`src/sv/wavhp_pkg.sv`:
```
// Shared types, constants and helpers of the WAV header parser.
`timescale 1ns / 1ps
`default_nettype none

package wavhp_pkg;

  // Bytes of the file that the parser looks at; offsets beyond it saturate.
  localparam int WINDOW_BYTES = 2048;
  localparam int OFFS_W       = $clog2(WINDOW_BYTES + 1);
  localparam int POS_W        = $clog2(WINDOW_BYTES);

  localparam int LIMIT_W       = 11;
  localparam int LIMIT_RESET   = 1792;
  localparam int START_W       = 12;
  localparam int END_W         = 33;

  localparam logic [2:0] LAYOUT_16_MONO   = 3'd0;
  localparam logic [2:0] LAYOUT_16_STEREO = 3'd1;
  localparam logic [2:0] LAYOUT_24_MONO   = 3'd2;
  localparam logic [2:0] LAYOUT_24_STEREO = 3'd3;
  localparam logic [2:0] LAYOUT_INVALID   = 3'd4;

  // Chunk IDs as they sit in a little-endian 32-bit word.
  localparam logic [31:0] TAG_FMT  = 32'h2074_6D66;
  localparam logic [31:0] TAG_DATA = 32'h6174_6164;

  localparam logic [7:0] SIG_RIFF [4] = '{8'h52, 8'h49, 8'h46, 8'h46};
  localparam logic [7:0] SIG_WAVE [4] = '{8'h57, 8'h41, 8'h56, 8'h45};

  localparam logic [15:0] FMT_TAG_PCM  = 16'd1;
  localparam logic [31:0] FMT_MIN_SIZE = 32'd16;

  typedef struct packed {
    logic [7:0] header_byte;
    logic       file_start;
  } in_item_t;

  typedef struct packed {
    logic [2:0]       layout_code;
    logic [15:0]      channel_count;
    logic [15:0]      sample_bits;
    logic [31:0]      rate_hz;
    logic [START_W-1:0] data_start;
    logic [END_W-1:0]   data_end;
  } out_item_t;

  function automatic logic [2:0] layout_of(input logic [15:0] bits, input logic [15:0] chans);
    logic [2:0] code;
    code = LAYOUT_INVALID;
    if (bits == 16'd16 && chans == 16'd1) code = LAYOUT_16_MONO;
    if (bits == 16'd16 && chans == 16'd2) code = LAYOUT_16_STEREO;
    if (bits == 16'd24 && chans == 16'd1) code = LAYOUT_24_MONO;
    if (bits == 16'd24 && chans == 16'd2) code = LAYOUT_24_STEREO;
    return code;
  endfunction

endpackage

`default_nettype wire

```
`src/sv/wavhp_core.sv`:
```
// Per-byte parse logic: header signature check, chunk walk and fmt field capture.
`timescale 1ns / 1ps
`default_nettype none

module wavhp_core (
  input  wire logic                    clk_i,
  input  wire logic                    rst_ni,
  input  wire logic                    step_i,
  input  wire wavhp_pkg::in_item_t     item_i,
  input  wire logic [wavhp_pkg::LIMIT_W-1:0] search_limit_i,
  output logic                         res_valid_o,
  output wavhp_pkg::out_item_t         res_o
);
  import wavhp_pkg::*;

  typedef enum logic [2:0] {
    PH_IDLE,
    PH_HEAD,
    PH_SEEK,
    PH_CHUNK,
    PH_DONE
  } phase_e;

  localparam logic [OFFS_W-1:0] REL_ID_END   = OFFS_W'(3);
  localparam logic [OFFS_W-1:0] REL_SIZE_END = OFFS_W'(7);
  localparam logic [OFFS_W-1:0] REL_TAG_END  = OFFS_W'(9);
  localparam logic [OFFS_W-1:0] REL_CH_END   = OFFS_W'(11);
  localparam logic [OFFS_W-1:0] REL_RATE_END = OFFS_W'(15);
  localparam logic [OFFS_W-1:0] REL_BITS_END = OFFS_W'(23);
  localparam logic [END_W-1:0]  GOTO_MAX     = END_W'(WINDOW_BYTES - 8);

  phase_e             phase_q, phase_d;
  logic [OFFS_W-1:0]  offset_q, offset_d;
  logic [POS_W-1:0]   target_q, target_d;
  logic [POS_W-1:0]   pos_q, pos_d;
  logic [31:0]        size_q, size_d;
  logic [31:0]        shift_q, shift_d;
  logic [15:0]        chans_q, chans_d;
  logic [15:0]        bits_q, bits_d;
  logic [31:0]        rate_q, rate_d;
  logic               fmt_seen_q, fmt_seen_d;
  logic               tag_hit_q, tag_hit_d;

  // State as seen by this byte: a file start clears everything first.
  logic               start;
  logic               active;
  phase_e             eff_phase;
  logic [OFFS_W-1:0]  cur;
  logic [POS_W-1:0]   eff_target, eff_pos;
  logic [31:0]        eff_size, eff_shift, eff_rate;
  logic [15:0]        eff_chans, eff_bits;
  logic               eff_fmt, eff_tag;

  logic               enter, in_chunk;
  logic [POS_W-1:0]   pos;
  logic [7:0]         b;
  logic [31:0]        shift_new;
  logic [OFFS_W-1:0]  rel;
  logic [31:0]        size_sel;
  logic [END_W-1:0]   next_sum;
  logic [END_W-1:0]   goto_dst;
  logic               fail, emit, go;

  assign b      = item_i.header_byte;
  assign start  = item_i.file_start;
  assign active = start || phase_q == PH_HEAD || phase_q == PH_SEEK || phase_q == PH_CHUNK;

  assign eff_phase  = start ? PH_HEAD : phase_q;
  assign cur        = start ? '0 : offset_q;
  assign eff_target = start ? '0 : target_q;
  assign eff_pos    = start ? '0 : pos_q;
  assign eff_size   = start ? '0 : size_q;
  assign eff_shift  = start ? '0 : shift_q;
  assign eff_rate   = start ? '0 : rate_q;
  assign eff_chans  = start ? '0 : chans_q;
  assign eff_bits   = start ? '0 : bits_q;
  assign eff_fmt    = start ? 1'b0 : fmt_seen_q;
  assign eff_tag    = start ? 1'b0 : tag_hit_q;

  assign enter     = eff_phase == PH_SEEK && cur == OFFS_W'(eff_target);
  assign pos       = enter ? cur[POS_W-1:0] : eff_pos;
  assign in_chunk  = eff_phase == PH_CHUNK || enter;
  assign shift_new = {b, eff_shift[31:8]};
  assign rel       = cur - OFFS_W'(pos);
  assign size_sel  = (rel == REL_SIZE_END) ? shift_new : eff_size;
  assign next_sum  = END_W'(size_sel) + END_W'(pos) + END_W'(8);
  assign goto_dst  = (eff_phase == PH_HEAD) ? END_W'(12) : next_sum;

  always_comb begin
    phase_d    = phase_q;
    offset_d   = offset_q;
    target_d   = target_q;
    pos_d      = pos_q;
    size_d     = size_q;
    shift_d    = shift_q;
    chans_d    = chans_q;
    bits_d     = bits_q;
    rate_d     = rate_q;
    fmt_seen_d = fmt_seen_q;
    tag_hit_d  = tag_hit_q;
    fail       = 1'b0;
    emit       = 1'b0;
    go         = 1'b0;
    if (step_i && active) begin
      phase_d    = enter ? PH_CHUNK : eff_phase;
      offset_d   = (cur < OFFS_W'(WINDOW_BYTES)) ? cur + OFFS_W'(1) : cur;
      target_d   = eff_target;
      pos_d      = pos;
      size_d     = eff_size;
      shift_d    = in_chunk ? shift_new : eff_shift;
      chans_d    = eff_chans;
      bits_d     = eff_bits;
      rate_d     = eff_rate;
      fmt_seen_d = eff_fmt;
      tag_hit_d  = eff_tag;
      if (eff_phase == PH_HEAD) begin
        if (cur < OFFS_W'(4)) begin
          fail = b != SIG_RIFF[cur[1:0]];
        end else if (cur >= OFFS_W'(8) && cur < OFFS_W'(12)) begin
          if (b != SIG_WAVE[cur[1:0]]) fail = 1'b1;
          else if (cur == OFFS_W'(11)) go = 1'b1;
        end
      end else if (in_chunk) begin
        unique case (rel)
          REL_ID_END: begin
            tag_hit_d = shift_new == (eff_fmt ? TAG_DATA : TAG_FMT);
            if (!tag_hit_d && 32'(pos) > 32'(search_limit_i)) fail = 1'b1;
          end
          REL_SIZE_END: begin
            size_d = shift_new;
            if (!eff_tag) go = 1'b1;
            else if (eff_fmt) emit = 1'b1;
            else if (shift_new < FMT_MIN_SIZE) fail = 1'b1;
          end
          REL_TAG_END: begin
            if (shift_new[31:16] != FMT_TAG_PCM) fail = 1'b1;
          end
          REL_CH_END:   chans_d = shift_new[31:16];
          REL_RATE_END: rate_d  = shift_new;
          REL_BITS_END: begin
            bits_d     = shift_new[31:16];
            fmt_seen_d = 1'b1;
            go         = 1'b1;
          end
          default: ;
        endcase
      end
      // A jump whose next chunk header would not fit in the window fails.
      if (go) begin
        if (goto_dst > GOTO_MAX) begin
          fail = 1'b1;
        end else begin
          target_d = goto_dst[POS_W-1:0];
          phase_d  = PH_SEEK;
        end
      end
      if (fail || emit) phase_d = PH_DONE;
    end
  end

  always_comb begin
    res_valid_o         = step_i && active && (fail || emit);
    res_o.layout_code   = fail ? LAYOUT_INVALID : layout_of(bits_d, chans_d);
    res_o.channel_count = chans_d;
    res_o.sample_bits   = bits_d;
    res_o.rate_hz       = rate_d;
    res_o.data_start    = fail ? '0 : START_W'(32'(pos) + 32'd8);
    res_o.data_end      = fail ? '0 : next_sum;
  end

  always_ff @(posedge clk_i or negedge rst_ni) begin
    if (!rst_ni) begin
      phase_q    <= PH_IDLE;
      offset_q   <= '0;
      fmt_seen_q <= 1'b0;
      tag_hit_q  <= 1'b0;
    end else begin
      phase_q    <= phase_d;
      offset_q   <= offset_d;
      fmt_seen_q <= fmt_seen_d;
      tag_hit_q  <= tag_hit_d;
    end
  end

  // These are cleared by every file start before they are used.
  always_ff @(posedge clk_i) begin
    target_q <= target_d;
    pos_q    <= pos_d;
    size_q   <= size_d;
    shift_q  <= shift_d;
    chans_q  <= chans_d;
    bits_q   <= bits_d;
    rate_q   <= rate_d;
  end

endmodule

`default_nettype wire

```
`src/sv/wavhp_out_buf.sv`:
```
// Result register with a skid entry behind it.
`timescale 1ns / 1ps
`default_nettype none

module wavhp_out_buf (
  input  wire logic                 clk_i,
  input  wire logic                 rst_ni,
  input  wire logic                 push_i,
  input  wire wavhp_pkg::out_item_t push_data_i,
  output logic                      full_o,
  output logic                      out_valid_o,
  input  wire logic                 out_ready_i,
  output wavhp_pkg::out_item_t      out_data_o
);
  import wavhp_pkg::*;

  logic      main_vld_q, main_vld_d;
  logic      skid_vld_q, skid_vld_d;
  out_item_t main_q, main_d;
  out_item_t skid_q, skid_d;
  logic      pop;

  assign pop = main_vld_q && out_ready_i;

  // A push only comes while the skid entry is empty.
  always_comb begin
    main_vld_d = main_vld_q;
    skid_vld_d = skid_vld_q;
    main_d     = main_q;
    skid_d     = skid_q;
    if (pop) begin
      if (skid_vld_q) begin
        main_d     = skid_q;
        skid_vld_d = 1'b0;
      end else if (push_i) begin
        main_d = push_data_i;
      end else begin
        main_vld_d = 1'b0;
      end
    end else if (push_i) begin
      if (!main_vld_q) begin
        main_d     = push_data_i;
        main_vld_d = 1'b1;
      end else begin
        skid_d     = push_data_i;
        skid_vld_d = 1'b1;
      end
    end
  end

  always_ff @(posedge clk_i or negedge rst_ni) begin
    if (!rst_ni) begin
      main_vld_q <= 1'b0;
      skid_vld_q <= 1'b0;
    end else begin
      main_vld_q <= main_vld_d;
      skid_vld_q <= skid_vld_d;
    end
  end

  always_ff @(posedge clk_i) begin
    main_q <= main_d;
    skid_q <= skid_d;
  end

  assign full_o      = skid_vld_q;
  assign out_valid_o = main_vld_q;
  assign out_data_o  = main_q;

endmodule

`default_nettype wire

```
`src/sv/wav_header_chunk_parser_top.sv`:
```
// WAV header parser top level: input register, limit register, parse logic, result buffer.
//
// The input channel takes one file byte per word, with file_start marking byte zero
// of a new file. The parser checks the RIFF and WAVE signatures, walks the chunk list,
// keeps the fmt fields and gives one result word per file on the output channel,
// either when the data chunk size is complete or as soon as the file is known bad.
// Bytes before a file start and after the result are dropped without a result.
// The configuration channel writes the chunk search limit; it is always ready and
// should only be written while no byte is in flight.
// A result word is valid once the byte that completes it has passed from the input
// register through the parse logic into the result register; a full skid entry holds that byte back.
// Throughput: one byte per cycle while the skid entry is free; the parse state is updated
// once per byte, so bytes can follow each other back to back.
// A stalled receiver is absorbed by a skid entry behind the result register; input
// ready drops only when that entry and the input register are both occupied.
// Reset clears the parse state to waiting for a file start, empties both buffers and
// sets the search limit to 1792.
`timescale 1ns / 1ps
`default_nettype none

module wav_header_chunk_parser_top (
  input  wire logic                          clk_i,
  input  wire logic                          rst_ni,
  input  wire logic                          in_valid_i,
  output logic                               in_ready_o,
  input  wire wavhp_pkg::in_item_t           in_data_i,
  output logic                               out_valid_o,
  input  wire logic                          out_ready_i,
  output wavhp_pkg::out_item_t               out_data_o,
  input  wire logic                          cfg_valid_i,
  output logic                               cfg_ready_o,
  input  wire logic [wavhp_pkg::LIMIT_W-1:0] cfg_data_i
);
  import wavhp_pkg::*;

  logic               in_vld_q, in_vld_d;
  in_item_t           in_q;
  logic [LIMIT_W-1:0] limit_q;
  logic               skid_full;
  logic               advance;
  logic               res_valid;
  out_item_t          res;

  assign cfg_ready_o = 1'b1;
  assign advance     = in_vld_q && !skid_full;
  assign in_ready_o  = !in_vld_q || !skid_full;

  always_comb begin
    in_vld_d = in_vld_q;
    if (in_valid_i && in_ready_o) in_vld_d = 1'b1;
    else if (advance)             in_vld_d = 1'b0;
  end

  always_ff @(posedge clk_i or negedge rst_ni) begin
    if (!rst_ni) begin
      in_vld_q <= 1'b0;
      limit_q  <= LIMIT_W'(LIMIT_RESET);
    end else begin
      in_vld_q <= in_vld_d;
      if (cfg_valid_i && cfg_ready_o) limit_q <= cfg_data_i;
    end
  end

  always_ff @(posedge clk_i) begin
    if (in_valid_i && in_ready_o) in_q <= in_data_i;
  end

  wavhp_core u_core (
    .clk_i          (clk_i),
    .rst_ni         (rst_ni),
    .step_i         (advance),
    .item_i         (in_q),
    .search_limit_i (limit_q),
    .res_valid_o    (res_valid),
    .res_o          (res)
  );

  wavhp_out_buf u_out_buf (
    .clk_i       (clk_i),
    .rst_ni      (rst_ni),
    .push_i      (res_valid),
    .push_data_i (res),
    .full_o      (skid_full),
    .out_valid_o (out_valid_o),
    .out_ready_i (out_ready_i),
    .out_data_o  (out_data_o)
  );

endmodule

`default_nettype wire

```
`config.mk`:
```
export PLATFORM = sky130hd
export DESIGN_NAME = wav_header_chunk_parser_top
export DESIGN_NICKNAME = d
export VERILOG_FILES = /design/src/sv/wavhp_pkg.sv /design/src/sv/wavhp_core.sv /design/src/sv/wavhp_out_buf.sv /design/src/sv/wav_header_chunk_parser_top.sv
export SDC_FILE = /design/constraint.sdc
export NUM_CORES = 1
export LEC_CHECK = 0
export ABC_AREA = 1
export BUFFER_PORTS_ARGS = -buffer_cell sky130_fd_sc_hd__buf_2
export CAP_MARGIN = 30
export CORE_MARGIN = 3
export CORE_UTILIZATION = 65
export CTS_BUF_LIST = sky130_fd_sc_hd__clkbuf_8 sky130_fd_sc_hd__clkbuf_16
export CTS_CLUSTER_DIAMETER = 120
export DETAILED_ROUTE_END_ITERATION = 12
export HOLD_SLACK_MARGIN = 0.05
export PLACE_DENSITY = 0.82
export SYNTH_ARGS = -nofsm -noshare
export SYNTH_HDL_FRONTEND = slang
export SYNTH_SLANG_ARGS = --single-unit
```
`constraint.sdc`:
```
create_clock -name clk_i -period 24.8 [get_ports clk_i]
set_clock_uncertainty 0.1 [all_clocks]
set_input_delay 4.96 -clock clk_i [delete_from_list [all_inputs] [get_ports clk_i]]
set_output_delay 4.96 -clock clk_i [all_outputs]
set_load 0.01 [all_outputs]
```
=== After elaboration in Yosys (flattened, before gate mapping) ===
Index checks and enable logic that the tools add are counted.

* Reduce and logical (&&, ||, !) cells: 30
* $lt $le $gt $ge: 8
* Equal/unequal tests: 25
* Muxes and demuxes: 101
* Bitwise gates (word level): 2
* $add $sub $neg: 5

{| class="wikitable"
|+ Operators with widths
! cell !! count
|-
| $mux 112 || 5
|-
| $mux 32 || 11
|-
| $mux 16 || 10
|-
| $mux 33 || 2
|-
| $mux 11 || 5
|-
| $eq 12x4->1 const B || 4
|-
| $mux 1 || 46
|-
| $mux 12 || 3
|-
| $add 32x11->33 || 1
|-
| $add 33x4->33 const B || 1
|-
| $gt 33x11->1 const B || 1
|-
| $bmux 8 s2 || 2
|-
| $eq 16x5->1 const B || 2
|-
| $eq 32x32->1 || 1
|-
| $lt 32x5->1 const B || 1
|-
| $mux 8 || 4
|-
| $mux 31 || 1
|-
| $mux 3 || 10
|-
| $eq 16x1->1 const B || 1
|-
| $eq 16x2->1 const B || 1
|-
| $ne 16x1->1 const B || 1
|-
| $ne 8x8->1 || 2
|-
| $add 11x4->12 const B || 1
|-
| $add 12x1->12 const B || 1
|-
| 24 further kinds || 54
|}

* Word-level logic and storage cells: 200
* Input bits: 25
* Flip-flop bits (word level): 406
* Output and inout port bits: 115

=== Depth between registers and ports, before layout ===
* Depth after elaboration: 20
* Gate-level depth with buffers: 61
* Mapped depth without buffers: 57

=== By module ===
From an unflattened synthesis, not the netlist that was laid out.

* Cell total of the unflattened synthesis: 2418
* Area, all modules: 21095.2 um^2

{| class="wikitable"
|+ By module, submodules not included
! module !! area each (um^2) !! cells an instance !! seq. area each (um^2) !! times used
|-
| wavhp_core || 11649.9 || 1724 || 4048.9 || 1
|-
| wavhp_out_buf || 8689.6 || 629 || 6776.5 || 1
|-
| wav_header_chunk_parser_top || 755.7 || 65 || 574.3 || 1
|}

=== Least setup slack after synthesis ===
No wires, ideal clock.

* Path type: register to register
* From: register in_q[0] (netlist bit)
* To: register u_out_buf.main_q (netlist bit u_out_buf.out_data_o[0]), enable pin
* Setup time: 0.620 ns
* Clock period less this slack: 13.841 ns
* Data required time: 24.080 ns
* Arrival time: 13.121 ns
* Setup slack: 10.959 ns
* Stages on the path, launching flop included: 52
* Path buffers: 9
* Cell sequence: edfxtp_1 -> inv_1 -> clkbuf_1 -> clkbuf_1 -> buf_1 -> clkbuf_1 -> clkbuf_1 -> clkbuf_1 -> a21oi_1 -> a21oi_1 -> ha_1 -> inv_1 -> fa_1 -> inv_1 -> nor2_1 -> nand2_2 -> nor2_2 -> nand4_2 -> (+16 left out) -> nand2_1 -> a21oi_1 -> nand2_1 -> nand2_1 -> nand2_1 -> nor2_2 -> nand2_1 -> inv_2 -> nand3_1 -> nand2_1 -> inv_1 -> nand2_1 -> nor2_1 -> nand3_1 -> nand3_2 -> nand3_1 -> nand2_1 -> a21oi_1

* Cells in the longest elaborated chain, start to end: 19
* Elaborated cells on any way between the ends: 86
* Those cells by class: 3 x add/sub; 6 x order compare; 13 x eq/ne; 49 x mux; 1 x bitwise; 14 x reduce/logical

{| class="wikitable"
|+ Ends and longest elaborated chain
! element !! RTL line !! RTL
|-
| start, declared || wav_header_chunk_parser_top.sv:37 || <nowiki>in_item_t in_q;</nowiki>
|-
| start signal, assigned || wav_header_chunk_parser_top.sv:65 || <nowiki>if (in_valid_i && in_ready_o) in_q <= in_data_i;</nowiki>
|-
| $mux 12, or another cell as far along || wavhp_core.sv:69 || <nowiki>assign cur = start ? '0 : offset_q;</nowiki>
|-
| $eq 12x11->1 / $eq 3x2->1 (equally long branches) || wavhp_core.sv:80 || <nowiki>assign enter = eff_phase == PH_SEEK && cur == OFFS_W'(eff_target);</nowiki>
|-
| $logic_and 1x1->1 || wavhp_core.sv:80 ||
|-
| $mux 11 * || wavhp_core.sv:81 || <nowiki>assign pos = enter ? cur[POS_W-1:0] : eff_pos;</nowiki>
|-
| via u_core.pos[0] || wavhp_core.sv:55 || <nowiki>logic [POS_W-1:0] pos;</nowiki>
|-
| $sub 12x11->12 || wavhp_core.sv:84 || <nowiki>assign rel = cur - OFFS_W'(pos);</nowiki>
|-
| $eq 12x3->1 || wavhp_core.sv:85, wavhp_core.sv:124 ||
|-
| $mux 32 || wavhp_core.sv:85 || <nowiki>assign size_sel = (rel == REL_SIZE_END) ? shift_new : eff_size;</nowiki>
|-
| (+3 left out) || -- ||
|-
| $gt 33x11->1 || wavhp_core.sv:150 || <nowiki>if (goto_dst > GOTO_MAX) begin</nowiki>
|-
| $mux 1 || wavhp_core.sv:150 ||
|-
| $mux 1 || wavhp_core.sv:149 || <nowiki>if (go) begin</nowiki>
|-
| $mux 1 (2 in series) || wavhp_core.sv:104 || <nowiki>if (step_i && active) begin</nowiki>
|-
| $logic_or 1x1->1 * || wavhp_core.sv:162 || <nowiki>res_valid_o = step_i && active && (fail || emit);</nowiki>
|-
| $logic_and 1x1->1 * || wavhp_core.sv:162 ||
|-
| $reduce_bool 2->1 (no line) || -- ||
|-
| $reduce_and 3->1 (no line) * || -- ||
|-
| end signal, assigned || wavhp_out_buf.sv:62 || <nowiki>main_q <= main_d;</nowiki>
|-
| end, declared || wavhp_out_buf.sv:19 || <nowiki>out_item_t main_q, main_d;</nowiki>
|}

Mark *: on every way through the listed nets, which the timed path passes. The rest lies on a longest branch. The select of a mux whose other input is x is not followed.
A chain may end at the register's enable or synchronous reset.

=== Worst setup path in the final report ===
* From: register in_q[0] (netlist bit)
* To: register u_out_buf.skid_q[88] (netlist bit), enable pin

* Cells in the longest elaborated chain, start to end: 18
* Elaborated cells on any way between the ends: 84
* Those cells by class: 3 x add/sub; 6 x order compare; 13 x eq/ne; 49 x mux; 1 x bitwise; 12 x reduce/logical

{| class="wikitable"
|+ Ends and longest elaborated chain
! element !! RTL line !! RTL
|-
| $mux 12, or another cell as far along || wavhp_core.sv:69 ||
|-
| $eq 12x11->1 / $eq 3x2->1 (equally long branches) || wavhp_core.sv:80 ||
|-
| $logic_and 1x1->1 || wavhp_core.sv:80 ||
|-
| $mux 11 * || wavhp_core.sv:81 ||
|-
| via u_core.pos[0] || wavhp_core.sv:55 ||
|-
| $sub 12x11->12 || wavhp_core.sv:84 ||
|-
| $eq 12x3->1 || wavhp_core.sv:85, wavhp_core.sv:124 ||
|-
| $mux 32 || wavhp_core.sv:85 ||
|-
| (+2 left out) || -- ||
|-
| $mux 33 || wavhp_core.sv:87 || <nowiki>assign goto_dst = (eff_phase == PH_HEAD) ? END_W'(12) : next_sum;</nowiki>
|-
| $gt 33x11->1 || wavhp_core.sv:150 ||
|-
| $mux 1 || wavhp_core.sv:150 ||
|-
| $mux 1 || wavhp_core.sv:149 ||
|-
| $mux 1 (2 in series) || wavhp_core.sv:104 ||
|-
| $logic_or 1x1->1 * || wavhp_core.sv:162 ||
|-
| $logic_and 1x1->1 * || wavhp_core.sv:162 ||
|-
| $reduce_and 3->1 (no line) * || -- ||
|-
| end signal, assigned || wavhp_out_buf.sv:63 || <nowiki>skid_q <= skid_d;</nowiki>
|-
| end, declared || wavhp_out_buf.sv:20 || <nowiki>out_item_t skid_q, skid_d;</nowiki>
|}

Marked as above.

==> results_dict.tcl <==
set metrics [dict create \
    status "completed" \
    seqPwrFrac 0.440 \
    hold_class "flop to flop" \
    grt_pass1_wl_mm 90.1 \
    fin_nets 2574 \
    p_total_mw 2.07 \
    row_count 64 \
    cp_data_arrival_time_ns 12.10 \
    vias_per_cell 5.87 \
    period_minus_slack_ns 12.02 \
    netlist_area_um2 20800 \
    cts_tree "built" \
    internal_power_mw 1.37 \
    wl_per_cell_um 19.6 \
    tightest_slew_ns 1.00 \
    grt_max_degree 115 \
    cts_htree_levels 2 \
    portBuffers 138 \
    switching_share 0.339 \
    die_h_um 185 \
    dr.pass1.iters 6 \
    dieArea_um2 34100 \
    synth_cell_types 57 \
    regArea_um2 11400 \
    io_pins 140 \
    ir_drop_mv 0.0895 \
    synth_nets 2471 \
    end_kind "flop" \
    required_ns 24.88 \
    setup_viol 0 \
    p_comb_frac 0.265 \
    max_freq_mhz 83.2 \
    antenna_found_initial 0 \
    drv_slew 0 \
    slowest_delay_ns 0.76 \
    grt_overflow_total 0 \
    wirelength_mm 57.3 \
    clkPwrFrac 0.295 \
    cts-resized-gates 0 \
    yosys_warnings 0 \
    worst_slack_ns 12.78 \
    post-route-util 0.742 \
    ys_ff_latch 406 \
    antenna_left 0 \
    post_cts_buffers 0 \
    cts_buffer_depth 3 \
    critPathLaunchType "flop" \
    max_slew_margin 0.331 \
    n_fill_cell 2318 \
    holdBufCountCts 0 \
    p_leak_nw 10.1 \
    clk-insertion-delay-late_ns 0.56 \
    pre_cts_ws_ns 13.21 \
    syn_inst 2395 \
    antenna_cells 0 \
    p_per_area_nw_per_um2 90.0 \
    post-route-period-util 0.485 \
    cp_max_fo 69 \
    rsz0062_at_grt "no" \
    vias 17187 \
    synth-seq-area-share 0.549 \
    synthArstFlopShare 0.0764 \
    crit_family "simple AND/OR/NAND/NOR gates" \
    initial_core_util 0.669 \
    cts_sinks 406 \
    coreArea_um2 31100 \
    drt_iter0_markers 1964 \
    ys.flop_type "edfxtp_1" \
    track_usage 0.337 \
    gp_congestion 1.09 \
    hold_viol_final 0 \
    dp_hpwl_mm 40.2 \
    p_switching_mw 0.703 \
    synth_edf_count 311 \
    multi_input_area_um2 7730 \
    grt_pass1_vias 16594 \
    area_growth_pct 10.9 \
    maxCapViolCount 0 \
    drcViolationCount 0 \
    die_x_um 185 \
    cpMaxStageDelayCell "buf_4" \
    cts_root_buf "clkbuf_16" \
    cts.clk_slew.worst_paths_ns 0.06 \
    cp_common_cell "nand2_1" \
    syn_avg_cell_area_um2 8.67 \
    drive_gt1_frac 0.117 \
    finalSetupTns_ns 0 \
    critPathKind "flop to flop" \
    crit_buf_inv 9 \
    numCtsBuffers 41 \
]
[layout by cell type (no fill, tap or decap), types with 12 or more instances in the layout]
| master | synthesis | final |
|---|---|---|
| dfxtp_1 | 64 | 64 |
| nor3_1 | 24 | 23 |
| clkbuf_16 | 0 | 41 |
| nor4_1 | 17 | 17 |
| xor2_1 | 24 | 24 |
| buf_4 | 2 | 27 |
| nor2_1 | 179 | 177 |
| edfxtp_1 | 311 | 311 |
| nand2_2 | 11 | 12 |
| buf_2 | 11 | 138 |
| o21ai_0 | 221 | 221 |
| nand3_1 | 123 | 123 |
| a21oi_1 | 110 | 109 |
| nand4_1 | 25 | 25 |
| o211ai_1 | 17 | 17 |
| nand2_1 | 677 | 676 |
| inv_1 | 308 | 313 |
| dfrtp_1 | 28 | 28 |
| ha_1 | 49 | 49 |
[area by class of cell]
type | count | share of cell area
Sequential cell | 406 | 0.495
Inverter | 312 | 0.0510
Multi-Input combinational cell | 1572 | 0.336
Timing Repair Buffer | 165 | 0.0388
Tap cell | 396 | 0.0215
Clock buffer | 43 | 0.0457
Clock inverter | 33 | 0.0127
[cell usage after synthesis, types with 8 or more instances]
cell type | instances | area [um^2]
nand2_1 | 677 | 2540
edfxtp_1 | 311 | 9340
inv_1 | 308 | 1160
o21ai_0 | 221 | 1110
nor2_1 | 179 | 672
nand3_1 | 123 | 616
a21oi_1 | 110 | 551
clkbuf_1 | 72 | 270
dfxtp_1 | 64 | 1280
ha_1 | 49 | 613
dfrtp_1 | 28 | 701
nand4_1 | 25 | 156
nor3_1 | 24 | 120
xor2_1 | 24 | 210
nor4_1 | 17 | 106
o211ai_1 | 17 | 128
buf_2 | 11 | 55.1
nand2_2 | 11 | 68.8
a21oi_2 | 10 | 87.6
buf_1 | 10 | 37.5
nand2_4 | 10 | 113
o31ai_1 | 9 | 67.6
buf_6 | 8 | 90.1
[path summary, 6_finish.rpt]
kind	from	cells after the start	slack [ns]	to
worst max register to register	in_q[0]	49	12.78	u_out_buf.skid_q[88]
worst min-delay path	u_core.phase_q[0]	2	0.41	u_core.phase_q[0]
max in group asynchronous	rst_ni	1	19.76	limit_q[7]
worst min register to register	u_core.phase_q[0]	2	0.41	u_core.phase_q[0]
min in group asynchronous	rst_ni	1	4.37	u_out_buf.out_valid_o
worst max-delay path	in_q[0]	49	12.78	u_out_buf.skid_q[88]
[sequential cells by signal, summed over array words and instances (netlist names)]
signal                 count
u_out_buf.out_valid_o      1
u_out_buf.out_data_o     112
in_q                       9
u_out_buf.skid_q         112
u_core.target_q           11
u_core.rate_q             32
u_core.fmt_seen_q          1
limit_q                   11
u_core.offset_q           12
u_core.shift_q            24
u_core.chans_q            16
u_core.pos_q              11
u_core.phase_q             3
in_vld_q                   1
u_core.bits_q             16
u_core.tag_hit_q           1
u_out_buf.full_o           1
u_core.size_q             32
[routing by layer]
layer  track usage  vias to the layer above  part of all wire
li1              -                     8118                 -
met1         0.453                     7955              0.40
met2         0.548                      928              0.47
met3        0.0487                      186             0.086
met4         0.152                        0             0.050
met5             0                        -                 0
[logic make-up (layout without fill, tap and decap cells)]
family / count (synthesis) / after routing / synth area share
buf+inv: 417 / 553 / 0.0806
other cells: 1 / 1 / 0.000181
simple gates: 1091 / 1091 / 0.221
xor+xnor: 30 / 30 / 0.0130
fa+ha+maj: 51 / 51 / 0.0314
mux: 2 / 2 / 0.00108
compound gates: 397 / 397 / 0.103
flops: 406 / 406 / 0.549
[power by group through the flow]
stage	clock network, mW	registers [mW]	logic [mW]
5_1_grt	0.644	0.919	0.608
4_1_cts	0.618	0.910	0.542
2_1_floorplan	0	0.951	0.333
3_3_place_gp	0	0.920	0.521
6_report	0.612	0.912	0.550
3_5_place_dp	0	0.922	0.535
[tightest hold or removal path: stages, from the launching register on]
cell and delay (ns):
dfrtp_1 0.36, nand2_1 0.05, o21ai_0 0.06
[through the flow]
step / std cells / hold WS, ns / area, um^2
3_3_place_gp: 2850 / 0.395 / 21700
4_1_cts: 2927 / 0.415 / 23000
3_5_place_dp: 2851 / 0.399 / 21700
5_1_grt: 2927 / 0.433 / 23000
2_1_floorplan: 2395 / 0.354 / 20800
6_report: 2927 / 0.413 / 23000
No activity file was read; power rests on OpenSTA's default activity.
